<file path="src/rtl/core/tcf_pkg.sv">
// Shared types and constants for the tilt complementary filter.
// No dependencies.
package tcf_pkg;

    localparam int TAB_LEN = 24;
    localparam int SAMPLE_W = 16;

    // Arctangent of 2^-i in degrees, 20 fraction bits.
    function automatic logic [26:0] atan_tab(input logic [4:0] idx);
        logic [26:0] v;
        begin
            case (idx)
                5'd0: v = 27'd47185920;
                5'd1: v = 27'd27855475;
                5'd2: v = 27'd14718068;
                5'd3: v = 27'd7471121;
                5'd4: v = 27'd3750058;
                5'd5: v = 27'd1876857;
                5'd6: v = 27'd938658;
                5'd7: v = 27'd469357;
                5'd8: v = 27'd234682;
                5'd9: v = 27'd117342;
                5'd10: v = 27'd58671;
                5'd11: v = 27'd29335;
                5'd12: v = 27'd14668;
                5'd13: v = 27'd7334;
                5'd14: v = 27'd3667;
                5'd15: v = 27'd1833;
                5'd16: v = 27'd917;
                5'd17: v = 27'd458;
                5'd18: v = 27'd229;
                5'd19: v = 27'd115;
                5'd20: v = 27'd57;
                5'd21: v = 27'd29;
                5'd22: v = 27'd14;
                5'd23: v = 27'd7;
                default: v = 27'd0;
            endcase
            return v;
        end
    endfunction

    // Register indexes.
    localparam logic REG_ALPHA = 1'b0;
    localparam logic REG_GAIN = 1'b1;

    // Controller commands to the datapath.
    typedef struct packed {
        logic load;      // capture the input sample
        logic sq_step;   // one square-root bit step
        logic cor_init;  // set up the CORDIC
        logic cor_step;  // one CORDIC rotation
        logic fuse_mul;  // first fusion product
        logic fuse_fin;  // second product and update
    } tcf_cmd_t;

endpackage

</file>
<file path="src/rtl/core/tcf_ctrl.sv">
// Controller state machine sequencing square root, CORDIC and fusion.
// Depends on tcf_pkg.
module tcf_ctrl
    import tcf_pkg::*;
#(
    parameter int STEPS = 16
)
(
    input  logic     clk,
    input  logic     rst_n,
    input  logic     in_valid,
    output logic     in_ready,
    output logic     out_valid,
    input  logic     out_ready,
    output tcf_cmd_t cmd,
    output logic [4:0] step
);
    typedef enum logic [5:0] {
        S_IDLE = 6'b000001,
        S_SQRT = 6'b000010,
        S_CINI = 6'b000100,
        S_CORD = 6'b001000,
        S_FMUL = 6'b010000,
        S_FFIN = 6'b100000
    } state_t;

    localparam int NSTEP = (STEPS > TAB_LEN) ? TAB_LEN : STEPS;

    state_t state_reg, state_next;
    logic [4:0] cnt_reg, cnt_next;
    logic out_valid_reg, out_valid_next;

    // Input is taken when idle and the previous result has been taken.
    assign in_ready = (state_reg == S_IDLE) && !out_valid_reg;
    assign out_valid = out_valid_reg;
    assign step = cnt_reg;

    always_comb
    begin
        state_next = state_reg;
        cnt_next = cnt_reg;
        out_valid_next = out_valid_reg;
        cmd = '0;
        if (out_valid_reg && out_ready)
        begin
            out_valid_next = 1'b0;
        end
        unique case (state_reg)
            S_IDLE:
            begin
                if (in_valid && in_ready)
                begin
                    cmd.load = 1'b1;
                    cnt_next = 5'd0;
                    state_next = S_SQRT;
                end
            end
            S_SQRT:
            begin
                cmd.sq_step = 1'b1;
                cnt_next = cnt_reg + 5'd1;
                if (cnt_reg == 5'd15)
                begin
                    state_next = S_CINI;
                end
            end
            S_CINI:
            begin
                cmd.cor_init = 1'b1;
                cnt_next = 5'd0;
                state_next = S_CORD;
            end
            S_CORD:
            begin
                cmd.cor_step = 1'b1;
                cnt_next = cnt_reg + 5'd1;
                if (cnt_reg == 5'(NSTEP - 1))
                begin
                    state_next = S_FMUL;
                end
            end
            S_FMUL:
            begin
                cmd.fuse_mul = 1'b1;
                state_next = S_FFIN;
            end
            S_FFIN:
            begin
                cmd.fuse_fin = 1'b1;
                out_valid_next = 1'b1;
                state_next = S_IDLE;
            end
            default:
            begin
                state_next = S_IDLE;
            end
        endcase
    end

    always_ff @(posedge clk or negedge rst_n)
    begin
        if (!rst_n)
        begin
            state_reg <= S_IDLE;
            cnt_reg <= 5'd0;
            out_valid_reg <= 1'b0;
        end
        else
        begin
            state_reg <= state_next;
            cnt_reg <= cnt_next;
            out_valid_reg <= out_valid_next;
        end
    end

    // A result is never raised while one is still waiting.
    a_no_overwrite: assert property (@(posedge clk) disable iff (!rst_n)
        out_valid_reg && !out_ready |=> out_valid_reg)
        else $error("result dropped");
    // No sample is taken while work is in progress.
    a_busy: assert property (@(posedge clk) disable iff (!rst_n)
        state_reg != S_IDLE |-> !in_ready)
        else $error("ready while busy");
    // The update command is followed by a visible result.
    a_result: assert property (@(posedge clk) disable iff (!rst_n)
        cmd.fuse_fin |=> out_valid_reg)
        else $error("missing result");
endmodule

</file>
<file path="config.mk">
export PLATFORM = sky130hd
export DESIGN_NAME = tcf_ctrl
export DESIGN_NICKNAME = d
export VERILOG_FILES = /design/src/rtl/core/tcf_pkg.sv /design/src/rtl/core/tcf_ctrl.sv
export SDC_FILE = /design/constraint.sdc
export NUM_CORES = 1
export LEC_CHECK = 0
export BUFFER_PORTS_ARGS = -buffer_cell sky130_fd_sc_hd__buf_2
export CAP_MARGIN = 25
export CORE_MARGIN = 1.5
export CORE_UTILIZATION = 45
export DETAILED_ROUTE_END_ITERATION = 10
export GPL_ROUTABILITY_DRIVEN = 0
export HOLD_SLACK_MARGIN = 0.08
export PLACE_DENSITY_LB_ADDON = 0.08
export RECOVER_POWER = 100
export SLEW_MARGIN = 20
export SYNTH_ARGS = -nofsm -noshare
export SYNTH_HDL_FRONTEND = slang
export SYNTH_SLANG_ARGS = --single-unit
</file>
<file path="constraint.sdc">
create_clock -name clk -period 1.5 [get_ports clk]
set_input_delay 0.3 -clock clk [delete_from_list [all_inputs] [get_ports clk]]
set_output_delay 0.3 -clock clk [all_outputs]
set_load 0.05 [all_outputs]
</file>
# After elaboration in Yosys (flattened, before gate mapping)
# Cells that the tools add are included.
# word_totals
in_bits,4
wordCells,38
regBits,12
# op_classes
n_reduce_logical,9
add_sub_neg,1
n_mux,15
eq_ne,10
# op_table
operator,n
one-hot mux 6 bit (5 select lines),1
two-way mux 6 bit,3
one-hot mux 5 bit (3 select lines),1
two-way mux 1 bit,9
"== test 6 x 1 -> 1 bit, second input constant",1
"== test 6 x 2 -> 1 bit, second input constant",1
"== test 6 x 3 -> 1 bit, second input constant",1
"== test 6 x 4 -> 1 bit, second input constant",1
"== test 6 x 5 -> 1 bit, second input constant",1
"== test 6 bit, second input constant",1
"adder 5 x 1 -> 5 bit, second input constant",1
"== test 5 x 4 -> 1 bit, second input constant",1
two-way mux 5 bit,1
"!= test 2 bit, second input constant",2
logical AND 1 bit,3
AND reduction 3 bit,1
nonzero test 3 bit,1
"!= test 2 x 1 -> 1 bit, second input constant",1
AND reduction 2 bit,1
nonzero test 2 bit,1
OR reduction 2 bit,1
logical NOT 1 bit,1

# Longest topological paths before layout
# Gate-level depths: netlist of run 1.
# logic_depth
ltp_word,5
ltp_mapped,5
mapped_depth_nobuf,5

# Worst setup path after synthesis of run 1
# No wires, ideal clock.
# synth_timing
path_type,reg-to-reg
from,reg state_reg[1]
to,reg state_reg[4]
path_buffers,0
t_required_ps,1428
setup_ps,72
setup_slack_ps,-745
arrival_time_ps,2173
stages_incl_launch_ff,5
synth_period_minus_slack_ps,2245
cell_sequence,dfrtp_1 > nor2_1 > nand2_1 > nor3b_1 > and2_1
# synth_between
elab_chain_cells,5
elab_cells_between_ends,12
# synth_lines
item,line,source
"start, declared",tcf_ctrl.sv:29,"state_t state_reg, state_next;"
"start signal, assigned",tcf_ctrl.sv:110,state_reg <= state_next;
== test 6 x 1 -> 1 bit,"tcf_ctrl.sv:34, tcf_ctrl.sv:48",
logical AND 1 bit,tcf_ctrl.sv:34,assign in_ready = (state_reg == S_IDLE) && !out_valid_reg;
logical AND 1 bit,tcf_ctrl.sv:51,if (in_valid && in_ready)
!= test 2 x 1 -> 1 bit (no source line),n/a,
AND reduction 3 bit (no source line),n/a,
# Several ways; a longest one is shown, not always the timed one.
# A chain may end at the register's enable or synchronous reset.

==> run metrics, run 1 <==
FF+latch count, synth=12; total wire length=1980 um; first-pass GRT wire length=roughly 3300 um; RSZ-0062 raised after global routing=true; met2 Use GR=a little over two fifths; Max rail drop VDD=roughly 850 uV; Synth area leaders=dfrtp_1, nor2_1, dfstp_2; Setup TNS=-1630 ps; Post-Layout Cell Count=around 130; Max Freq=between 500 and 600 MHz; H-tree depth=1; power per cell area=1290 nW/um2; worst min-delay path category=in -> reg; post-layout minimum cycle time=around 1700 ps; GRT busiest layer=met2; number of global-route vias before repair=around 710; CP Launch Type=flip-flop; CTS tree=done; clk slew on worst S/H paths=80 ps; clock sinks=12; outcome=finished, violations left; reg2reg path depth=5; gr usage total=24.7%; top cell type's share of synthesized area=a little under two fifths; Crit Path Max Fanout=4; slew of the pin with the lowest slew margin=roughly 670 ps; Final Max Slew Viols=0; CP Data Required Time=around 1200 ps; Post-Syn Nets=79; synth cell count leaders=dfrtp_1, nor2_1, nand2_1; Hold Crit Depth=3; failing checks=negative setup slack; Cells after DPL=119; Core ar.=1520 um2; largest buffer count on any clock path=2; gr ovfl total=0; Die Y-Extent=between 40 and 50 um; TritonCTS Buffers=3; Critical R2R Launch=step[1]; largest net degree at the start of global routing=13; Distinct cells, synth=36; Area Overhead vs Synth=62.9%; DRT antenna net count=0; GR Util met3=around 5.0%; skew final=between 4 and 5 ps; Post-Synthesis Cells=between 70 and 80; number of flip-flops in the largest register=6; port bufs=16; r2r endpoint=state_reg[3]; Starting Density=between 40% and 50%; drt initial violations=7; DRC viols=0; CTS root buf=clkbuf_4; register area share after synthesis=40.8%; Max-slew headroom=about 56%; row count=14; yosys warns=0; io pins=17; final worst setup slack=-232 ps; top-count cell post-synth=dfrtp_1; Routed WL per cell=between 15 and 20 um; drt pass-1 iters=4; Mapped Area=about 740 um2; Async S/R FF share, synth=100%; NumNets Final=120; DR vias=slightly below 700; placed wire-length estimate=1370 um; crit path launch=state_reg[4]; share of cells above drive strength 1=between 60% and 70%; clk_lat worst skew=between 200 and 300 ps; critical path class=reg -> out; total power=around 1500 uW; via/cell ratio=5.26; final setup vio count=11; top_reg_cell synth=dfrtp_1; CP arrival=~1400 ps; Hold Path End=out_valid; Max Cap Violations=0; met1 Use GR=between 30% and 40%; Post-Place Setup Slack=-134 ps; Yosys top cell by area=dfrtp_1; r2r setup slk=-110 ps; Leakage=about 0.00059 uW; Hold Vio Cnt, Final=0; die area=~1900 um2; number of antenna violations at the first check in global routing=0; hold_sp=out_ready; # diodes=0; number of flops mapped to enable cells by yosys=0; Mapped Avg Cell Area=roughly 10 um2; die width=between 40 and 50 um; final worst-path cycle share=115%; CP endpoint kind=output pin
==> worst max path at each step <==
| stage | to | slack [ps] |
|---|---|---|
| after CTS | in_ready | -250 |
| after floorplan | state_reg[3] | -90 |
| final | cmd[5] | -230 |
| after detailed placement | step[3] | -130 |
| after global placement | cmd[5] | -40 |
| after global routing | cmd[0] | -320 |
==> through the flow <==
| stage | hold slack, ps | area (um2) | utilization (%) |
|---|---|---|---|
| after global routing | 308 | 1200 | 78.9 |
| after global placement | 195 | 1030 | 67.7 |
| after floorplan | 4.41 | 801 | - |
| final | 293 | 1200 | 78.9 |
| after CTS | 286 | 1210 | 79.4 |
| after detailed placement | 197 | 1030 | 67.7 |
==> critical path: stages, from the launching register on <==
cell and delay (ps):
dfrtp_2 440, nor4_4 320, and3_4 250, buf_8 140
==> layout by cell type, fill, tap and decap left out, types with 2 or more instances in the layout <==
master	netlist	layout
inv_1	2	2
nor2_1	8	4
nor2b_1	3	2
nand2_1	4	2
buf_2	2	2
buf_4	1	18
dfrtp_1	11	5
o21ai_1	0	2
nand2_2	0	2
and4b_2	2	2
buf_6	1	8
nor3_2	0	2
clkbuf_1	0	2
nor2_2	0	2
nor2_4	0	2
clkbuf_2	0	6
clkbuf_4	0	4
nand2b_1	3	2
buf_8	0	2
a211o_1	2	2
dfrtp_2	0	6
and3_2	2	2
nor4_4	1	2
==> routing by layer <==
metal,share of wire (%),vias up
met2,53,13
li1,-,340
met3,3.2,2
met1,43,324
met5,0,-
met4,0.66,0
==> cells by family (layout without fill, tap and decap cells) <==
family	count (synthesis)	count (layout)	synth area share [%]
buf+inv	6	46	4.92
flops	12	12	40.8
compound gates	14	14	16.1
fa+ha+maj	2	2	3.39
xor+xnor	3	3	3.56
simple gates	36	36	31.2
==> cell type report <==
type | count | area (um2)
clock buffer | 4 | 26.3
fill | 109 | 322
inverter | 2 | 7.51
multi-input combinational | 55 | 503
sequential | 12 | 309
tap | 16 | 20.0
timing repair buffer | 40 | 337
==> power by group <==
| group | internal, uW | switching [uW] | leakage (uW) |
|---|---|---|---|
| Clock | 103 | 113 | 0.0000150 |
| Sequential | 381 | 48.5 | 0.000152 |
| Combinational | 397 | 506 | 0.000418 |
==> what timing repair did <==
| action | CTS | global route |
|---|---|---|
| endpoints found under the setup margin | 14 | 15 |
| hold buffers | 1 | 0 |
| resized for setup | 33 | 4 |
| setup buffers | 6 | 2 |
| endpoints found under the hold margin | 11 | 0 |
| pin swaps | 9 | 5 |
Note: power is estimated with default switching activity, not from simulation.
==> run 2: changes to the inputs <==
==> constraint.sdc (replaced) <==
create_clock -name clk -period 1.5 [get_ports clk]
set_input_delay 0.225 -clock clk [delete_from_list [all_inputs] [get_ports clk]]
set_output_delay 0.225 -clock clk [all_outputs]
set_load 0.05 [all_outputs]
==> run metrics, run 2 (synthesis results as in run 1) <==
outcome=finished, violations left; failing checks=negative setup slack; clock sinks=12; r2r setup slk=-130 ps; Post-Layout Cell Count=130; port bufs=16; CP endpoint kind=output pin; multi-input combinational cell area=roughly 500 um2; Die Y-Extent=between 40 and 50 um; NumNets Final=121; number of fill cells in the layout=111; via/cell ratio=5.16; Hold Vio Cnt, Final=0; Cells after DPL=114; Max-slew headroom=between 50% and 60%; Crit Path Max Fanout=5; DR vias=approximately 670; Hold Crit Depth=3; critical path class=reg -> out; final setup vio count=14; final worst setup slack=-204 ps; Critical R2R Launch=state_reg[4]; Leakage=just under 0.0006 uW; reg2reg path depth=6; CP Data Required Time=1270 ps; DRC viols=0; CP arrival=roughly 1500 ps; gr usage total=23.9%; placed wire-length estimate=~1300 um; RSZ-0062 raised after global routing=true; Core ar.=about 1500 um2; slew of the pin with the lowest slew margin=around 670 ps; largest net degree at the start of global routing=13; worst min-delay path category=in -> reg; post-layout minimum cycle time=about 1700 ps; GR Util met3=around 3.8%; io pins=17; Routed WL per cell=15.0 um; drt initial violations=3; first-pass GRT wire length=~3300 um; CTS tree=done; total wire length=roughly 2000 um; Area Overhead vs Synth=61.2%; placed cell areas=965 um2; clk slew on worst S/H paths=roughly 80 ps; skew final=5.55 ps; number of antenna violations at the first check in global routing=0; DRT antenna net count=0; drt pass-1 iters=2; GRT busiest layer=met2; Final Util=slightly below 80%; gr ovfl total=0; commonest non-fill, non-tap cell in the layout=buf_4; r2r endpoint=state_reg[1]; final worst-path cycle share=114%; Design Area, Final=approximately 1200 um2; row count=14; met1 Use GR=about a third; hold_sp=out_ready; Setup TNS=-1380 ps; met2 Use GR=between 30% and 40%; TritonCTS Buffers=3; Starting Density=between 40% and 50%; CTS root buf=clkbuf_4; Max rail drop VDD=around 860 uV; die width=43.5 um; CP Launch Type=flip-flop; clk_lat worst skew=270 ps; H-tree depth=1; power per cell area=roughly 1300 nW/um2; share of cells above drive strength 1=~61%; Hold Path End=out_valid; sequential cell area=308 um2; largest buffer count on any clock path=2; most frequent cells in the layout=buf_4, buf_6, dfrtp_1; Max Cap Violations=0; Final Max Slew Viols=0; Max Freq=587 MHz; number of global-route vias before repair=699; # diodes=0; number of flip-flops in the largest register=6; die area=1890 um2
==> run 2: changes by cell type in the layout (fill, tap and decap cells not counted), moves of 2 or more <==
cell / previous run / this run
and3_4: 1 / 3
clkbuf_1: 2 / 5
clkbuf_2: 6 / 4
nor3_2: 2 / 0
==> run 2: routing by layer <==
layer / wire length (um) / part of all wire, %
met1: 937 / 48
met2: 966 / 49
met3: 39 / 2.0
met4: 10 / 0.51
met5: 0 / 0
==> run 2: through the flow <==
stage	total power [uW]	hold slack (ps)	worst slack [ps]
2_1_floorplan	928	-70.6	-89.1
3_3_place_gp	1130	118	-41.1
3_5_place_dp	1160	125	-77.3
4_1_cts	1500	210	-193
5_1_grt	1590	225	-287
6_report	1510	220	-204
==> run 2: what timing repair did <==
action                     4_1_cts  5_1_grt
hold buffers                     1        0
setup endpoints to repair       11       15
pin swaps                        4        4
buffers inserted                 9        4
gates resized for setup         38        1
hold endpoints to repair        11        0
==> run 2: worst max path at each step <==
stage / from / endpoint / slack [ps] / cells past startpoint
2_1_floorplan: step[0] / state_reg[3] / -90 / 5
3_3_place_gp: state_reg[5] / state_reg[1] / -40 / 4
3_5_place_dp: state_reg[5] / state_reg[1] / -80 / 4
4_1_cts: state_reg[5] / in_ready / -190 / 4
5_1_grt: state_reg[5] / in_ready / -290 / 4
6_report: state_reg[0] / in_ready / -200 / 4
==> run 2: report_power, final <==
group / internal (uW) / switching, uW
combinational: 365 / 493
sequential: 382 / 54.5
clock: 103 / 113
total: 850 / 661
==> run 2: cell type report <==
| type | instances | share of cell area, % |
|---|---|---|
| multi-input combinational | 55 | 41.3 |
| timing repair buffer | 41 | 28.3 |
| sequential | 12 | 25.9 |
| clock buffer | 4 | 2.21 |
| tap | 16 | 1.68 |
| inverter | 2 | 0.631 |
==> run 2: worst max-delay path: stages, from the launching register on <==
cell     delay, ps
dfstp_2        610
nor2b_2        210
nand2_1        100
nor2_2         120
buf_6          170
==> run 3: changes to the inputs <==
--- a/config.mk
+++ b/config.mk
@@ -14,6 +14,7 @@
 export HOLD_SLACK_MARGIN = 0.08
 export PLACE_DENSITY_LB_ADDON = 0.08
 export RECOVER_POWER = 100
+export REMOVE_ABC_BUFFERS = 1
 export SLEW_MARGIN = 20
 export SYNTH_ARGS = -nofsm -noshare
 export SYNTH_HDL_FRONTEND = slang
==> run metrics, run 3 (synthesis results as in run 1) <==
outcome=finished, violations left; failing checks=negative setup slack; drt pass-1 iters=4; final worst-path cycle share=116%; Sw Share=41.5%; Cells after DPL=122; Post-Layout Cell Count=approximately 140; Area Overhead vs Synth=77.5%; number of antenna violations at the first check in global routing=0; Die Y-Extent=around 44 um; row count=14; gr ovfl total=0; gr usage total=~25%; Max Freq=around 570 MHz; power per cell area=about 1300 nW/um2; final worst setup slack=-240 ps; CP arrival=1510 ps; CP Launch Type=flip-flop; minimum hold slack=approximately 220 ps; Hold Vio Cnt, Final=0; Final Max Slew Viols=0; CP Data Required Time=approximately 1300 ps; CP endpoint kind=output pin; via/cell ratio=roughly 5.4; skew final=about 6.7 ps; H-tree depth=1; port bufs=16; number of flip-flops in the largest register=6; number of global-route vias before repair=a little under 800; slew of the pin with the lowest slew margin=around 660 ps; worst min-delay path category=in -> reg; DRC viols=0; io pins=17; Routed WL per cell=between 15 and 20 um; TritonCTS Buffers=3; most frequent cells in the layout=buf_4, buf_6, buf_2; DR vias=between 700 and 800; first-pass GRT wire length=between 3000 and 4000 um; die area=around 1900 um2; met1 Use GR=between 30% and 40%; clk_lat worst skew=270 ps; Max Cap Violations=0; clock sinks=12; Max rail drop VDD=between 700 and 800 uV; final setup vio count=13; share of cells above drive strength 1=between 60% and 70%; Max-slew headroom=~56%; CTS root buf=clkbuf_4; critical path class=reg -> out; Leakage=approximately 0.00066 uW; drt initial violations=17; DRT antenna net count=0; Cell Int Power=approximately 1000 uW; total wire length=about 2300 um; CTS tree=done; placed wire-length estimate=1310 um; # diodes=0; number of fill cells in the layout=84; die width=between 40 and 50 um; Final Util=86.0%; NetSw=between 700 and 800 uW; NumNets Final=132; GR Util met3=between 2 and 3%; largest buffer count on any clock path=2; clock share of power=15.5%; commonest non-fill, non-tap cell in the layout=buf_4; largest net degree at the start of global routing=13; met2 Use GR=41.8%; post-layout minimum cycle time=approximately 1700 ps; RSZ-0062 raised after global routing=true; Crit Path Max Fanout=5; Starting Density=approximately 48%; Comb power frac=59.7%; Reg power frac=24.8%; Core ar.=~1500 um2; GRT busiest layer=met2; clk slew on worst S/H paths=around 80 ps
==> run 3: changes by cell type in the layout (fill, tap and decap cells not counted), sizes merged <==
cell    previous run  this run
buf               32        50
clkbuf            12         5
==> run 3: timing repair <==
action | CTS | global route
gates resized for setup | 42 | 13
endpoints found under the setup margin | 11 | 14
hold buffers | 1 | 0
endpoints found under the hold margin | 11 | 0
setup buffers | 11 | 3
pin swaps | 17 | 5
==> run 3: metrics by stage <==
step | area [um2] | setup TNS (ps) | setup WS [ps] | power (uW)
floorplan | 709 | -2370 | -745 | 894
global placement | 967 | -292 | -87.9 | 1170
detailed placement | 967 | -400 | -138 | 1180
CTS | 1240 | -1380 | -223 | 1650
global route | 1310 | -2730 | -305 | 1790
finish | 1310 | -1880 | -240 | 1710
==> run 3: final timing paths <==
path / startpoint / to / slack (ps) / cells after the start
max: state_reg[4] / cmd[4] / -240 / 4
min: out_ready / out_valid / 220 / 3
max reg2reg: state_reg[4] / step[3] / -120 / 5
min reg2reg: step[4] / step[4] / 550 / 1
max in group asynchronous: rst_n / state_reg[3] / 540 / 2
min in group asynchronous: rst_n / step[0] / 490 / 2
==> run 3: metal layers <==
metal  vias up  share of wire [%]  routed length (um)
li1        367                  -                   -
met1       369                 46                1050
met2        23                 50                1150
met3         2                3.1                  72
met4         0               0.57                  13
met5         -                  0                   0
==> run 3: critical path, stage by stage (launching register included) <==
cell	delay, ps
dfrtp_2	470
nor4_4	350
buf_4	170
and2_4	130
buf_8	130
==> run 3: power groups by stage <==
stage	Clock, uW	Combinational, uW	Sequential (uW)
3_5_place_dp	0	761	419
2_1_floorplan	0	394	501
4_1_cts	267	967	418
3_3_place_gp	0	759	414
6_report	265	1020	423
5_1_grt	284	1080	427
==> run 3: area by class of cell <==
type | instances | area [um2] | share of cell area (%)
multi-input cells | 55 | 495 | 37.8
repair buffers | 52 | 444 | 33.9
flip-flops and latches | 12 | 307 | 23.4
clock buffers | 4 | 36.3 | 2.77
well taps | 16 | 20.0 | 1.53
inverters | 2 | 7.51 | 0.573
